`src/rtl/lpr_pkg.sv`:
```
package lpr_pkg;

  // Width of a pixel coordinate.
  localparam int COORD_BITS = 9;
  // Error terms carry one more bit than a coordinate.
  localparam int ERR_BITS   = COORD_BITS + 1;
  localparam int COLOR_BITS = 16;

  typedef enum logic [0:0] {
    OP_START   = 1'b0,
    OP_ADVANCE = 1'b1
  } op_t;

  // Step direction codes.
  localparam logic [1:0] DIR_NONE = 2'b00;
  localparam logic [1:0] DIR_POS  = 2'b01;
  localparam logic [1:0] DIR_NEG  = 2'b11;

endpackage

```
`src/rtl/line_pixel_rasterizer.sv`:
```
// Line rasterizer, one pixel per advance word.
//
// Input channel (in_*): a start word (in_op = 0) loads both endpoints and the
// color of a new line and produces no output word. Each advance word
// (in_op = 1) produces the next pixel of the line on the output channel, with
// out_last_pixel high on its final pixel. An advance word while no line is
// active is accepted and dropped. A start word during a line replaces it.
// Output channel (out_*): one registered output stage.
//
// A pixel appears on out_valid in the cycle after its advance word is
// accepted. Throughput is one word per cycle while in_stall is low, set by
// the single pass of two adds and two compares from the line state registers
// into the output register. The input side stalls only while a pixel sits in
// the output register and the receiver stalls it; otherwise a new word is
// taken in the same cycle that the previous pixel leaves.
//
// Reset (rst_n low at a clock edge) leaves the block idle with an empty output
// stage; the next advance word produces nothing until a start word arrives.
module line_pixel_rasterizer
  import lpr_pkg::*;
(
  input  logic                  clk,
  input  logic                  rst_n,

  input  logic                  in_valid,
  output logic                  in_stall,
  input  logic                  in_op,
  input  logic [COORD_BITS-1:0] in_x_start,
  input  logic [COORD_BITS-1:0] in_y_start,
  input  logic [COORD_BITS-1:0] in_x_end,
  input  logic [COORD_BITS-1:0] in_y_end,
  input  logic [COLOR_BITS-1:0] in_line_color,

  output logic                  out_valid,
  input  logic                  out_stall,
  output logic [COORD_BITS-1:0] out_pixel_x,
  output logic [COORD_BITS-1:0] out_pixel_y,
  output logic [COLOR_BITS-1:0] out_pixel_color,
  output logic                  out_last_pixel
);

  // Line state.
  logic [COORD_BITS-1:0] cur_x_r, cur_x_nxt;
  logic [COORD_BITS-1:0] cur_y_r, cur_y_nxt;
  logic [ERR_BITS-1:0]   x_error_r, x_error_nxt;
  logic [ERR_BITS-1:0]   y_error_r, y_error_nxt;
  logic [COORD_BITS-1:0] abs_dx_r, abs_dx_nxt;
  logic [COORD_BITS-1:0] abs_dy_r, abs_dy_nxt;
  logic [COORD_BITS-1:0] major_len_r, major_len_nxt;
  logic [1:0]            dir_x_r, dir_x_nxt;
  logic [1:0]            dir_y_r, dir_y_nxt;
  logic [ERR_BITS-1:0]   pixels_left_r, pixels_left_nxt;
  logic [COLOR_BITS-1:0] held_color_r, held_color_nxt;
  logic                  busy_r, busy_nxt;

  // Output stage.
  logic                  out_valid_r, out_valid_nxt;
  logic [COORD_BITS-1:0] out_x_r, out_x_nxt;
  logic [COORD_BITS-1:0] out_y_r, out_y_nxt;
  logic [COLOR_BITS-1:0] out_color_r, out_color_nxt;
  logic                  out_last_r, out_last_nxt;

  logic                  in_accept;
  logic                  emit;
  logic [ERR_BITS-1:0]   x_sum, y_sum;
  logic [ERR_BITS-1:0]   major_ext;
  logic                  step_x, step_y;

  // The input waits only while a pixel is held by the receiver.
  assign in_stall  = out_valid_r && out_stall;
  assign in_accept = in_valid && !in_stall;
  assign emit      = in_accept && (in_op == OP_ADVANCE) && busy_r;

  // Error accumulation for the advance step. The sum stays below twice the
  // major length, so it always fits the error width.
  assign major_ext = {1'b0, major_len_r};
  assign x_sum     = x_error_r + {1'b0, abs_dx_r};
  assign y_sum     = y_error_r + {1'b0, abs_dy_r};
  assign step_x    = (x_sum >= major_ext);
  assign step_y    = (y_sum >= major_ext);

  function automatic logic [COORD_BITS-1:0] step_coord(
    input logic [COORD_BITS-1:0] c,
    input logic [1:0]            dir
  );
    logic [COORD_BITS-1:0] res;
    case (dir)
      DIR_POS: res = c + 1'b1;
      DIR_NEG: res = c - 1'b1;
      default: res = c;
    endcase
    return res;
  endfunction

  always_comb begin
    cur_x_nxt       = cur_x_r;
    cur_y_nxt       = cur_y_r;
    x_error_nxt     = x_error_r;
    y_error_nxt     = y_error_r;
    abs_dx_nxt      = abs_dx_r;
    abs_dy_nxt      = abs_dy_r;
    major_len_nxt   = major_len_r;
    dir_x_nxt       = dir_x_r;
    dir_y_nxt       = dir_y_r;
    pixels_left_nxt = pixels_left_r;
    held_color_nxt  = held_color_r;
    busy_nxt        = busy_r;

    if (in_accept && (in_op == OP_START)) begin
      if (in_x_end > in_x_start) begin
        dir_x_nxt  = DIR_POS;
        abs_dx_nxt = in_x_end - in_x_start;
      end else if (in_x_end < in_x_start) begin
        dir_x_nxt  = DIR_NEG;
        abs_dx_nxt = in_x_start - in_x_end;
      end else begin
        dir_x_nxt  = DIR_NONE;
        abs_dx_nxt = '0;
      end
      if (in_y_end > in_y_start) begin
        dir_y_nxt  = DIR_POS;
        abs_dy_nxt = in_y_end - in_y_start;
      end else if (in_y_end < in_y_start) begin
        dir_y_nxt  = DIR_NEG;
        abs_dy_nxt = in_y_start - in_y_end;
      end else begin
        dir_y_nxt  = DIR_NONE;
        abs_dy_nxt = '0;
      end
      major_len_nxt   = (abs_dx_nxt > abs_dy_nxt) ? abs_dx_nxt : abs_dy_nxt;
      x_error_nxt     = '0;
      y_error_nxt     = '0;
      cur_x_nxt       = in_x_start;
      cur_y_nxt       = in_y_start;
      held_color_nxt  = in_line_color;
      pixels_left_nxt = {1'b0, major_len_nxt} + 1'b1;
      busy_nxt        = 1'b1;
    end else if (emit) begin
      x_error_nxt     = step_x ? (x_sum - major_ext) : x_sum;
      y_error_nxt     = step_y ? (y_sum - major_ext) : y_sum;
      cur_x_nxt       = step_x ? step_coord(cur_x_r, dir_x_r) : cur_x_r;
      cur_y_nxt       = step_y ? step_coord(cur_y_r, dir_y_r) : cur_y_r;
      pixels_left_nxt = pixels_left_r - 1'b1;
      busy_nxt        = (pixels_left_nxt != '0);
    end
  end

  // Output stage: loads on an emitted pixel, empties when taken.
  always_comb begin
    out_valid_nxt = out_valid_r;
    out_x_nxt     = out_x_r;
    out_y_nxt     = out_y_r;
    out_color_nxt = out_color_r;
    out_last_nxt  = out_last_r;
    if (in_accept) begin
      out_valid_nxt = emit;
    end else if (!out_stall) begin
      out_valid_nxt = 1'b0;
    end
    if (emit) begin
      out_x_nxt     = cur_x_r;
      out_y_nxt     = cur_y_r;
      out_color_nxt = held_color_r;
      out_last_nxt  = (pixels_left_r == {{(ERR_BITS-1){1'b0}}, 1'b1});
    end
  end

  always_ff @(posedge clk) begin
    if (!rst_n) begin
      cur_x_r       <= '0;
      cur_y_r       <= '0;
      x_error_r     <= '0;
      y_error_r     <= '0;
      abs_dx_r      <= '0;
      abs_dy_r      <= '0;
      major_len_r   <= '0;
      dir_x_r       <= DIR_NONE;
      dir_y_r       <= DIR_NONE;
      pixels_left_r <= '0;
      held_color_r  <= '0;
      busy_r        <= 1'b0;
      out_valid_r   <= 1'b0;
    end else begin
      cur_x_r       <= cur_x_nxt;
      cur_y_r       <= cur_y_nxt;
      x_error_r     <= x_error_nxt;
      y_error_r     <= y_error_nxt;
      abs_dx_r      <= abs_dx_nxt;
      abs_dy_r      <= abs_dy_nxt;
      major_len_r   <= major_len_nxt;
      dir_x_r       <= dir_x_nxt;
      dir_y_r       <= dir_y_nxt;
      pixels_left_r <= pixels_left_nxt;
      held_color_r  <= held_color_nxt;
      busy_r        <= busy_nxt;
      out_valid_r   <= out_valid_nxt;
    end
  end

  // Output payload needs no reset; it is qualified by out_valid.
  always_ff @(posedge clk) begin
    out_x_r     <= out_x_nxt;
    out_y_r     <= out_y_nxt;
    out_color_r <= out_color_nxt;
    out_last_r  <= out_last_nxt;
  end

  assign out_valid       = out_valid_r;
  assign out_pixel_x     = out_x_r;
  assign out_pixel_y     = out_y_r;
  assign out_pixel_color = out_color_r;
  assign out_last_pixel  = out_last_r;

endmodule

```
`config.mk`:
```
export PLATFORM = sky130hd
export DESIGN_NAME = line_pixel_rasterizer
export DESIGN_NICKNAME = d
export VERILOG_FILES = /design/src/rtl/lpr_pkg.sv /design/src/rtl/line_pixel_rasterizer.sv
export SDC_FILE = /design/constraint.sdc
export NUM_CORES = 1
export LEC_CHECK = 0
export ABC_AREA = 0
export BUFFER_PORTS_ARGS = -buffer_cell sky130_fd_sc_hd__buf_4
export CORE_UTILIZATION = 60
export CTS_BUF_LIST = sky130_fd_sc_hd__clkbuf_4 sky130_fd_sc_hd__clkbuf_8 sky130_fd_sc_hd__clkbuf_16
export DETAILED_ROUTE_END_ITERATION = 10
export HOLD_SLACK_MARGIN = 0.15
export PLACE_DENSITY_LB_ADDON = 0.15
export SLEW_MARGIN = 20
export SYNTH_ARGS = -nofsm -noshare
export SYNTH_HDL_FRONTEND = slang
export SYNTH_SLANG_ARGS = --single-unit
export TNS_END_PERCENT = 30
```
`constraint.sdc`:
```
create_clock -name clk -period 14.58 [get_ports clk]
set_input_delay 1.458 -clock clk [delete_from_list [all_inputs] [get_ports clk]]
set_output_delay 1.458 -clock clk [all_outputs]
set_load 0.02 [all_outputs]
```
# Word-level counts from Yosys, hierarchy flattened
# Index checks and enable logic that the tools add are counted.
[totals]
ff_bits = 132
in_bits = 57
out_inout_bits = 37
word_cells = 88
[op_classes]
n_addsub = 14
order_cmp = 7
eq_ne = 6
n_mux = 27
n_bitwise = 2
n_reduce_logical = 15
[op_table]
columns = ["op", "n"]
rows = [
  ["9-bit 2-to-1 mux", 13],
  ["10-bit 2-to-1 mux", 4],
  ["9-bit case mux with 2 select lines", 2],
  ["9-bit subtractor", 4],
  ["9-bit greater-than comparator", 3],
  ["10-bit by 9-bit adder with 10-bit output", 2],
  ["10-bit by 9-bit greater-or-equal comparator with 1-bit output", 2],
  ["10-bit by 9-bit subtractor with 10-bit output", 2],
  ["9-bit by 1-bit adder with 9-bit output, second input constant", 2],
  ["9-bit less-than comparator", 2],
  ["9-bit by 1-bit subtractor with 9-bit output, second input constant", 2],
  ["9-bit by 1-bit adder with 10-bit output, second input constant", 1],
  ["10-bit by 1-bit equality test with 1-bit output, second input constant", 1],
  ["10-bit nonzero test", 1],
  ["10-bit by 1-bit subtractor with 10-bit output, second input constant", 1],
  ["2-bit 2-to-1 mux", 4],
  ["3-bit AND reduction", 2],
  ["2-bit nonzero test", 3],
  ["3-bit nonzero test", 2],
  ["1-bit logical AND", 5],
  ["2-bit by 1-bit equality test with 1-bit output, second input constant", 2],
  ["2-bit equality test, second input constant", 2],
  ["1-bit 2-to-1 mux", 4],
  ["2-bit by 1-bit inequality test with 1-bit output, second input constant", 1],
  ["other kinds (3)", 4],
]

# Logic depth before layout (Yosys ltp)
# Gate-level depths: netlist (run 1).
[logic_depth]
ltp_word = 9
mapped_depth = 28
ltp_nobuf = 26

# Worst setup path before layout (run 1)
# OpenSTA, ideal clock, no wires.
[synth_path]
kind = "input to register"
from = "input in_y_start[3]"
to = "register pixels_left_r[6]"
setup_ns = 0.076
t_arrival_ns = 6.322
required_ns = 14.504
setup_slack_ns = 8.183
stages = 26
path_buffers = 4
path_cell_list = "inv_1 > ha_1 > buf_2 > a21o_1 > a21oi_1 > a21oi_2 > or2_1 > buf_2 > buf_2 > o31a_1 > nor3_1 > ha_1 > nor2b_1 > o21ai_0 > nand2b_1 > a211o_1 > o32a_1 > o2bb2ai_4 > buf_6 > mux2i_1 > ha_1 > inv_1 > nor4_1 > xnor2_1 > mux2i_1 > o22ai_1"
[synth_between]
elab_chain_cells = 8
elab_cells_between_ends = 11
cone_classes = "add/sub: 3; order compare: 3; mux: 5"
[synth_lines]
columns = ["item", "line", "text"]
rows = [
  ["from (decl)", "line_pixel_rasterizer.sv:29", "input logic [COORD_BITS-1:0] in_y_start,"],
  ["9-bit subtractor / 9-bit less-than comparator (equally long branches)", "line_pixel_rasterizer.sv:125, line_pixel_rasterizer.sv:123", ""],
  ["9-bit 2-to-1 mux", "line_pixel_rasterizer.sv:123", "end else if (in_y_end < in_y_start) begin"],
  ["9-bit 2-to-1 mux (*)", "line_pixel_rasterizer.sv:120", "if (in_y_end > in_y_start) begin"],
  ["9-bit 2-to-1 mux (*)", "line_pixel_rasterizer.sv:109", "if (in_accept && (in_op == OP_START)) begin"],
  ["9-bit greater-than comparator", "line_pixel_rasterizer.sv:130", "major_len_nxt = (abs_dx_nxt > abs_dy_nxt) ? abs_dx_nxt : abs_dy_nxt;"],
  ["9-bit 2-to-1 mux (*)", "line_pixel_rasterizer.sv:130", ""],
  ["9-bit by 1-bit adder with 10-bit output (*)", "line_pixel_rasterizer.sv:136", "pixels_left_nxt = {1'b0, major_len_nxt} + 1'b1;"],
  ["10-bit 2-to-1 mux (*)", "line_pixel_rasterizer.sv:109", ""],
  ["to (signal assigned)", "line_pixel_rasterizer.sv:193", "pixels_left_r <= pixels_left_nxt;"],
  ["to (decl)", "line_pixel_rasterizer.sv:52", "logic [ERR_BITS-1:0] pixels_left_r, pixels_left_nxt;"],
]
# Mark *: on every way between the ends. The rest lies on a longest branch, timed or not. The select of a mux whose other input is x is not followed.
# A chain may end at the register's enable or synchronous reset.

# Final worst setup path (run 1)
[layout_path]
from = "input in_x_start[1]"
to = "register pixels_left_r[6]"
[layout_between]
elab_chain_cells = 8
elab_cells_between_ends = 11
cone_classes = "add/sub: 3; order compare: 3; mux: 5"
[layout_lines]
columns = ["item", "line", "text"]
rows = [
  ["from (decl)", "line_pixel_rasterizer.sv:28", "input logic [COORD_BITS-1:0] in_x_start,"],
  ["9-bit subtractor / 9-bit less-than comparator (equally long branches)", "line_pixel_rasterizer.sv:115, line_pixel_rasterizer.sv:113", ""],
  ["9-bit 2-to-1 mux", "line_pixel_rasterizer.sv:113", "end else if (in_x_end < in_x_start) begin"],
  ["9-bit 2-to-1 mux (*)", "line_pixel_rasterizer.sv:110", "if (in_x_end > in_x_start) begin"],
  ["9-bit 2-to-1 mux (*)", "line_pixel_rasterizer.sv:109", ""],
  ["9-bit greater-than comparator", "line_pixel_rasterizer.sv:130", ""],
  ["9-bit 2-to-1 mux (*)", "line_pixel_rasterizer.sv:130", ""],
  ["9-bit by 1-bit adder with 10-bit output (*)", "line_pixel_rasterizer.sv:136", ""],
  ["10-bit 2-to-1 mux (*)", "line_pixel_rasterizer.sv:109", ""],
]
# Marks and branches as above.

==> metrics.md, run 1 <==
| Metric | Value |
|---|---|
| Crit path arrival time | `7.43 ns` |
| Fraction of power consumed by sequential logic | `0.321` |
| Critical Path Max Stage Delay | `0.73 ns` |
| H-tree lvl count | `4` |
| Internal power contribution | `822 uW` |
| PortBufs | `93` |
| Remaining number of nets flagged by the antenna check after routing | `0` |
| Placeable Area | `15400 um^2` |
| Net Count, Synth | `1309` |
| Cell Chain, Critical Path | `buf_4, inv_1, ha_1, and2b_1, o2111ai_2, a211oi_4, nor2_1, o211ai_1, a31oi_1, ha_1, nor2b_1, o21ai_0, nand2b_1, a211o_1, o32a_1, o2bb2ai_4, mux2i_1, ha_1, inv_1, nor4_1, xnor2_1, mux2i_1, o22ai_1` |
| Sink count of the clock tree | `132` |
| Gate family responsible for the most delay along the worst path | `compound AO/OA/AOI/OAI gates` |
| Worst setup skew after layout | `0.0103 ns` |
| Via total after detailed routing | `8470` |
| Wire length per cell | `16.0 um` |
| Most instantiated cells after synthesis | `a21oi_1 (127), nor2_1 (101), dfxtp_1 (97)` |
| Buffer and inverter count on the worst path | `3` |
| Remaining design rule violation count | `0` |
| Setup TNS after final layout | `0 ns` |
| Worst Tran Pin Value | `1.03 ns` |
| Signed area change from the synthesized netlist to the final layout | `14.4%` |
| Critical path depth in cells | `23` |
| Global-route usage over all layers | `0.296` |
| Seq/Total Area, Yosys | `0.314` |
| Antenna violations before repair | `0` |
| Number of cells on the worst hold path | `0` |
| Critical Path Slowest Stage Cell | `a31oi_1` |
| Vertical die dimension | `128 um` |
| Most area-hungry cell type in the Yosys netlist | `dfxtp_1` |
| Endpoints failing setup | `0` |
| DRT Pass-1 Iters | `5` |
| Root buffer cell | `clkbuf_16` |
| Global-route wire length before repair | `38900 um` |
| Critical Path Most Common Cell | `ha_1` |
| Via count of the first global-routing pass | `8233` |
| Design Power | `1.29 mW` |
| Number of placed cells counting well taps | `1403` |
| CTS tree | `done` |
| Setup CP Type | `primary input to flop` |
| Fraction of power consumed by combinational cells | `0.345` |
| Largest net degree at the start of global routing | `84` |
| Fin crit period | `7.15 ns` |
| Wire length after detailed routing | `22900 um` |
| Slew Limit Headroom | `0.314` |
| Number of warnings printed during yosys synthesis | `0` |
| Max IR drop VDD | `98.6 uV` |
| Synth Register Bits | `132` |
| Final-report max-slew violation count | `0` |
| Clock insertion delay at the later pin of the skew report | `0.44 ns` |
| HPWL after DPL | `16300 um` |
| Core Rows | `45` |
| Final worst path period share | `0.491` |
| Maximum buffer depth of the clock tree | `2` |
| Worst-path maximum fanout | `14` |
| Inserted Clock Buffers | `17` |
| Final nets | `1374` |
| CTS-repair resized insts | `0` |
| Netlist Area Pre-Place | `9530 um^2` |
| Die ar. | `16400 um^2` |
| Share of post-route cells with drive strength above 1 | `0.124` |
| Cts hold-fix bufs | `0` |
| Switching share of total power | `0.362` |
| Number of failing hold endpoints at the final stage | `0` |
| Depth of the worst register-to-register path | `18` |
| Width of the chip | `128 um` |
| Yosys top cell area share | `0.204` |
| Fmax | `140 MHz` |
| Number of enable-type register cells in the synthesized netlist | `35` |
| Leak Pwr | `4.86 nW` |
| Dominant register cell in the synthesized netlist | `dfxtp_1` |
| Power dissipated by switching net loads | `466 uW` |
| Post-synthesis area per instance | `8.32 um^2` |
| Number of vias per cell | `5.90` |
| Count of maximum capacitance violations | `0` |
| Clock share of power | `0.334` |
| RePlAce Congestion | `0.892` |
| Number of top-level pins | `94` |
| Startpoint Class | `primary input` |
| Type of element capturing the critical path | `flop` |
| Cells taking the most area after synthesis | `dfxtp_1 (20%), ha_1 (13%), edfxtp_1 (11%)` |
| RSZ-0062 raised after global routing | `false` |
| Post-synth ARST share | `0` |
| Post-CTS Setup Inserts | `0` |
| Remaining Overflow, GRT | `0` |
| First-iteration detailed-routing DRC count | `617` |
| Instance count of the mapped netlist | `1146` |
| Number of cells in the finished layout apart from fillers | `1435` |
| Most used standard cell by instance count after synthesis | `a21oi_1` |
| Starting density of the core | `0.620` |
| Number of distinct library cell variants in the gate-level netlist after synthesis | `78` |
| Pwr Density | `118 nW/um^2` |
| Run status | `finished clean` |
| Clock transition time at the flip-flop clock pins of the worst setup and hold paths | `0.07 ns` |
| Path type of the worst min-delay path | `flop to flop` |
| Count of inserted antenna diode cells | `0` |
| Data required time of the critical path | `14.85 ns` |
cells in the final DEF (no fill, tap or decap), types with 8 or more instances in the layout:
cell type  Yosys  routed
o21ai_0       58      58
xor2_1        16      16
or3_1          8       8
nor4_1         8       8
fa_1          10      10
a21o_1        23      23
mux2i_1       31      31
nor2b_1       19      19
nand3_1       14      14
edfxtp_1      35      35
ha_1          96      96
nand4_1        8       8
a211oi_1      40      40
a21oi_1      127     127
nand2_1       96      96
a31oi_1        9       9
inv_1         95      94
nor3_1        28      28
clkbuf_16      0      17
xnor2_1       41      41
nand2b_1      11      11
dfxtp_1       97      97
a21boi_0       8       8
buf_4          3      99
nor2_1       101     100
flip-flops by register name, summed over array words and instances (netlist names), 9 cells and up:
signal,flops
out_pixel_color,16
pixels_left_r,10
abs_dy_r,9
out_pixel_x,9
held_color_r,16
abs_dx_r,9
major_len_r,9
cur_y_r,9
cur_x_r,9
out_pixel_y,9
x_error_r,10
y_error_r,10
worst register-to-register path: cells and delay by family, from the launching register on:
kind                       cells  cell delay [ns]
xor gates and xnor gates       2             0.33
buffers and inverters          1             0.23
AOI/OAI and AO/OA              9             1.47
adders and majority gates      3             0.94
and+or+nand+nor                3             0.80
DFF                            1             0.34
area by class of cell:
class	count	area, um^2
clock buffer	17	425
multi-input combinational	865	5960
sequential	132	2990
tap	211	264
fill	1240	4470
clock inverter	15	156
inverter	96	360
timing repair buffer	99	743
logic make-up after synthesis:
kind of cell / Yosys count / share of synthesized area
compound gates: 336 / 0.224
flops: 132 / 0.314
xor+xnor: 57 / 0.0524
mux: 34 / 0.0361
simple gates: 332 / 0.165
fa+ha+maj: 106 / 0.147
buf+inv: 149 / 0.0617
power by group through the flow:
stage / sequential, mW / combinational (mW) / clock (mW)
2_1_floorplan: 0.416 / 0.339 / 0
4_1_cts: 0.413 / 0.439 / 0.432
6_report: 0.414 / 0.444 / 0.430
5_1_grt: 0.416 / 0.492 / 0.450
3_3_place_gp: 0.420 / 0.429 / 0
3_5_place_dp: 0.421 / 0.434 / 0
path summary, 6_finish.rpt:
path,startpoint,end,slack [ns]
setup reg to reg,abs_dy_r[0],cur_y_r[8],10.30
hold / removal,held_color_r[10],out_pixel_color[10],0.43
hold reg to reg,held_color_r[10],out_pixel_color[10],0.43
setup / recovery,in_x_start[1],pixels_left_r[6],7.43
metrics by stage:
step	setup slack (ns)	area (um^2)	utilization	hold WS, ns
floorplan	8.18	9530	-	0.408
global route	6.96	10900	0.709	0.437
CTS	7.55	10900	0.709	0.425
global placement	7.30	10300	0.671	0.411
detailed placement	7.12	10300	0.671	0.413
finish	7.43	10900	0.709	0.429
routing by layer:
| layer | part of all wire | vias to the layer above | GRT usage |
|---|---|---|---|
| met4 | 0.017 | 0 | 0.104 |
| met3 | 0.054 | 42 | 0.0580 |
| met5 | 0 | - | 0 |
| met1 | 0.45 | 3972 | 0.376 |
| met2 | 0.47 | 246 | 0.502 |
| li1 | - | 4210 | - |
No activity file was read; power rests on OpenSTA's default activity.
==> run 2, diff against run 1 <==
--- a/config.mk
+++ b/config.mk
@@ -5,9 +5,9 @@
 export SDC_FILE = /design/constraint.sdc
 export NUM_CORES = 1
 export LEC_CHECK = 0
-export ABC_AREA = 0
+export ABC_AREA = 1
 export BUFFER_PORTS_ARGS = -buffer_cell sky130_fd_sc_hd__buf_4
-export CORE_UTILIZATION = 60
+export CORE_UTILIZATION = 55
 export CTS_BUF_LIST = sky130_fd_sc_hd__clkbuf_4 sky130_fd_sc_hd__clkbuf_8 sky130_fd_sc_hd__clkbuf_16
 export DETAILED_ROUTE_END_ITERATION = 10
 export HOLD_SLACK_MARGIN = 0.15
==> constraint.sdc (replaced) <==
create_clock -name clk -period 6.4 [get_ports clk]
set_input_delay 0.64 -clock clk [delete_from_list [all_inputs] [get_ports clk]]
set_output_delay 0.64 -clock clk [all_outputs]
set_load 0.02 [all_outputs]
==> run 2 against run 1 <==
Compared with the run above:
- critical path depth increased by 7
- register-to-register slack got worse by 8.2 ns
- critical endpoint is now pixels_left_r[8]
- routed wire length decreased by 2.8%
- count of clock-buffer cells in the layout increased by 2
- die area increased by 6.0%
- highest routed layer unchanged
- sequential share of layout area increased by 0.49 points
- clock power increased by 120%
- first-iteration DRC count decreased by 29%
- worst hold slack got worse by 0.0013 ns
- final cell count increased by 6.4%
- via count decreased by 4.7%
==> metrics.md, run 2 <==
| Metric | Value |
|---|---|
| Type of element capturing the critical path | `flop (unchanged)` |
| Clock share of power | `0.315 (was 0.334)` |
| Internal power contribution | `1.84 mW (was 822 uW)` |
| Multi-input logic area | `5410 um^2 (was 5960 um^2)` |
| Critical Path Max Stage Delay | `0.40 ns (was 0.73 ns)` |
| Number of placed cells counting well taps | `1495 (was 1403)` |
| Fraction of power consumed by combinational cells | `0.364 (was 0.345)` |
| Most area-hungry cell type in the Yosys netlist | `dfxtp_1 (unchanged)` |
| Worst Tran Pin Value | `0.837 ns (was 1.03 ns)` |
| Yosys top cell area share | `0.209 (was 0.204)` |
| Setup TNS after final layout | `0 ns (unchanged)` |
| Final nets | `1457 (was 1374)` |
| Global-route wire length before repair | `37500 um (was 38900 um)` |
| Number of top-level pins | `94 (unchanged)` |
| Most instantiated cells after synthesis | `nand2_1 (224), inv_1 (190), dfxtp_1 (97) (was a21oi_1 (127), nor2_1 (101), dfxtp_1 (97))` |
| CTS-repair resized insts | `0 (unchanged)` |
| Number of failing hold endpoints at the final stage | `0 (unchanged)` |
| Endpoints failing setup | `0 (unchanged)` |
| Fraction of power consumed by sequential logic | `0.320 (was 0.321)` |
| Final Instance Area | `10700 um^2 (was 10900 um^2)` |
| Worst setup skew after layout | `0.0102 ns (was 0.0103 ns)` |
| Wire length after detailed routing | `22300 um (was 22900 um)` |
| Synth Register Bits | `132 (unchanged)` |
| Remaining Overflow, GRT | `0 (unchanged)` |
| Fin crit period | `4.44 ns` |
| Final-report max-slew violation count | `0 (unchanged)` |
| Setup CP Type | `primary input to flop (unchanged)` |
| Post-synth ARST share | `0 (unchanged)` |
| Pwr Density | `276 nW/um^2 (was 118 nW/um^2)` |
| Placeable Area | `16500 um^2 (was 15400 um^2)` |
| Data required time of the critical path | `6.71 ns (was 14.85 ns)` |
| Cells taking the most area after synthesis | `dfxtp_1 (21%), ha_1 (13%), edfxtp_1 (11%) (was dfxtp_1 (20%), ha_1 (13%), edfxtp_1 (11%))` |
| Switching share of total power | `0.378 (was 0.362)` |
| Most common library cell in the layout ignoring fill and taps | `nand2_1 (was a21oi_1)` |
| Path type of the worst min-delay path | `flop to flop (unchanged)` |
| Count of inserted antenna diode cells | `0 (unchanged)` |
| Slew Limit Headroom | `0.439 (was 0.314)` |
| Net Count, Synth | `1374 (was 1309)` |
| Startpoint Class | `primary input (unchanged)` |
| Remaining design rule violation count | `0 (unchanged)` |
| Via count of the first global-routing pass | `7802 (was 8233)` |
| Post-synthesis area per instance | `7.65 um^2 (was 8.32 um^2)` |
| Seq/Total Area, Yosys | `0.323 (was 0.314)` |
| Worst-path maximum fanout | `11 (was 14)` |
| Vertical die dimension | `132 um (was 128 um)` |
| RePlAce Congestion | `0.901 (was 0.892)` |
| Global-route usage over all layers | `0.268 (was 0.296)` |
| PortBufs | `93 (unchanged)` |
| Count of fill cells added during filler insertion | `1443 (was 1240)` |
| Power dissipated by switching net loads | `1.12 mW (was 466 uW)` |
| Leak Pwr | `5.35 nW (was 4.86 nW)` |
| Critical Path Slowest Stage Cell | `fa_1 (was a31oi_1)` |
| Via total after detailed routing | `8072 (was 8470)` |
| Core Rows | `47 (was 45)` |
| Starting density of the core | `0.561 (was 0.620)` |
| R2R Setup Slk | `2.11 ns (was 10.30 ns)` |
| Number of vias per cell | `5.29 (was 5.90)` |
| Share of post-route cells with drive strength above 1 | `0.135 (was 0.124)` |
| Sink count of the clock tree | `132 (unchanged)` |
| Post-CTS Setup Inserts | `0 (unchanged)` |
| Reg area | `2990 um^2 (unchanged)` |
| Number of distinct library cell variants in the gate-level netlist after synthesis | `46 (was 78)` |
| Maximum buffer depth of the clock tree | `2 (unchanged)` |
| DRT Pass-1 Iters | `5 (unchanged)` |
| Width of the chip | `132 um (was 128 um)` |
| Number of cells in the finished layout apart from fillers | `1527 (was 1435)` |
| Number of enable-type register cells in the synthesized netlist | `35 (unchanged)` |
| Max IR drop VDD | `216 uV (was 98.6 uV)` |
| HPWL after DPL | `17000 um (was 16300 um)` |
| Dominant register cell in the synthesized netlist | `dfxtp_1 (unchanged)` |
| Netlist Area Pre-Place | `9270 um^2 (was 9530 um^2)` |
| Crit path arrival time | `4.76 ns (was 7.43 ns)` |
| Antenna violations before repair | `0 (unchanged)` |
| Clock insertion delay at the later pin of the skew report | `0.42 ns (was 0.44 ns)` |
| Signed area change from the synthesized netlist to the final layout | `15.5% (was 14.4%)` |
| Root buffer cell | `clkbuf_16 (unchanged)` |
| Clock transition time at the flip-flop clock pins of the worst setup and hold paths | `0.06 ns (was 0.07 ns)` |
| Top library cells by usage in the layout, fill and taps aside | `nand2_1 (224), inv_1 (190), buf_4 (99) (was a21oi_1 (127), nor2_1 (100), buf_4 (99))` |
| Fmax | `225 MHz` |
| Cts hold-fix bufs | `0 (unchanged)` |
| Largest net degree at the start of global routing | `53 (was 84)` |
| RSZ-0062 raised after global routing | `false (unchanged)` |
| Die ar. | `17400 um^2 (was 16400 um^2)` |
| Final worst path period share | `0.694` |
| First-iteration detailed-routing DRC count | `440 (was 617)` |
| Hold slack final | `0.428 ns (was 0.429 ns)` |
| Area after DPL | `10100 um^2 (was 10300 um^2)` |
| Wire length per cell | `14.6 um (was 16.0 um)` |
| Inserted Clock Buffers | `17 (unchanged)` |
| CTS tree | `done (unchanged)` |
| Remaining number of nets flagged by the antenna check after routing | `0 (unchanged)` |
| Number of warnings printed during yosys synthesis | `0 (unchanged)` |
| Instance count of the mapped netlist | `1211 (was 1146)` |
| Most used standard cell by instance count after synthesis | `nand2_1 (was a21oi_1)` |
| H-tree lvl count | `4 (unchanged)` |
| Run status | `finished clean (unchanged)` |
| Count of maximum capacitance violations | `0 (unchanged)` |
## run 2: changes by cell type after synthesis, moves of 21 or more
cell,change
a21oi_1,-37
o21ai_0,+33
inv_1,+95
nor3_1,-21
nand2_1,+128
nor2_1,-36
nand3_1,+39
mux2i_1,-31
a211oi_1,-34
xor2_1,+27
## run 2: logic make-up (layout without fill, tap and decap cells)
group	Yosys count	count (layout)	synth area share
XOR/XNOR	65	65	0.0614
flip-flops	132	132	0.323
AO/OA/AOI/OAI	275	275	0.175
AND/OR/NAND/NOR	404	404	0.194
buffers and inverters	229	325	0.0954
adder cells (fa/ha/maj)	106	106	0.151
## run 2: worst paths after layout
check                                     start                 end  depth (start not counted)
worst max register to register     y_error_r[0]          cur_y_r[1]                         20
worst max-delay path              in_x_start[0]    pixels_left_r[8]                         30
worst min-delay path            held_color_r[4]  out_pixel_color[4]                          0
worst min register to register  held_color_r[4]  out_pixel_color[4]                          0
## run 2: through the flow
step / setup WS (ns) / utilization / power [mW]
detailed placement: 1.56 / 0.614 / 2.03
finish: 1.96 / 0.648 / 2.96
floorplan: 2.28 / - / 1.78
global route: 1.46 / 0.648 / 3.16
global placement: 1.69 / 0.614 / 2.01
CTS: 2.00 / 0.648 / 2.96
## run 2: final cells by class
class	instances	area share
Multi-Input combinational cell	850	0.505
Inverter	194	0.0680
Sequential cell	132	0.280
Tap cell	220	0.0257
Timing Repair Buffer	99	0.0694
Clock inverter	13	0.0115
Clock buffer	19	0.0411
## run 2: power by group through the flow
stage	clock network, mW	logic, mW	registers (mW)
after detailed placement	0	1.06	0.964
after floorplan	0	0.818	0.960
final	0.932	1.08	0.947
after CTS	0.943	1.07	0.947
after global placement	0	1.05	0.963
after global routing	0.981	1.23	0.952
## run 2: worst max-delay path, delay by kind of cell
family	cells	cell delay (ns)
buffers and inverters	6	0.48
adders and majority gates	4	1.04
AOI/OAI and AO/OA	6	1.09
and+or+nand+nor	14	1.50
## run 2: routing by layer
layer / wire length (um) / vias to the layer above / GRT usage
met5: 0 / - / 0
met1: 10600 / 3658 / 0.349
li1: - / 4205 / -
met4: 475 / 0 / 0.0840
met2: 10500 / 172 / 0.454
met3: 751 / 37 / 0.0411
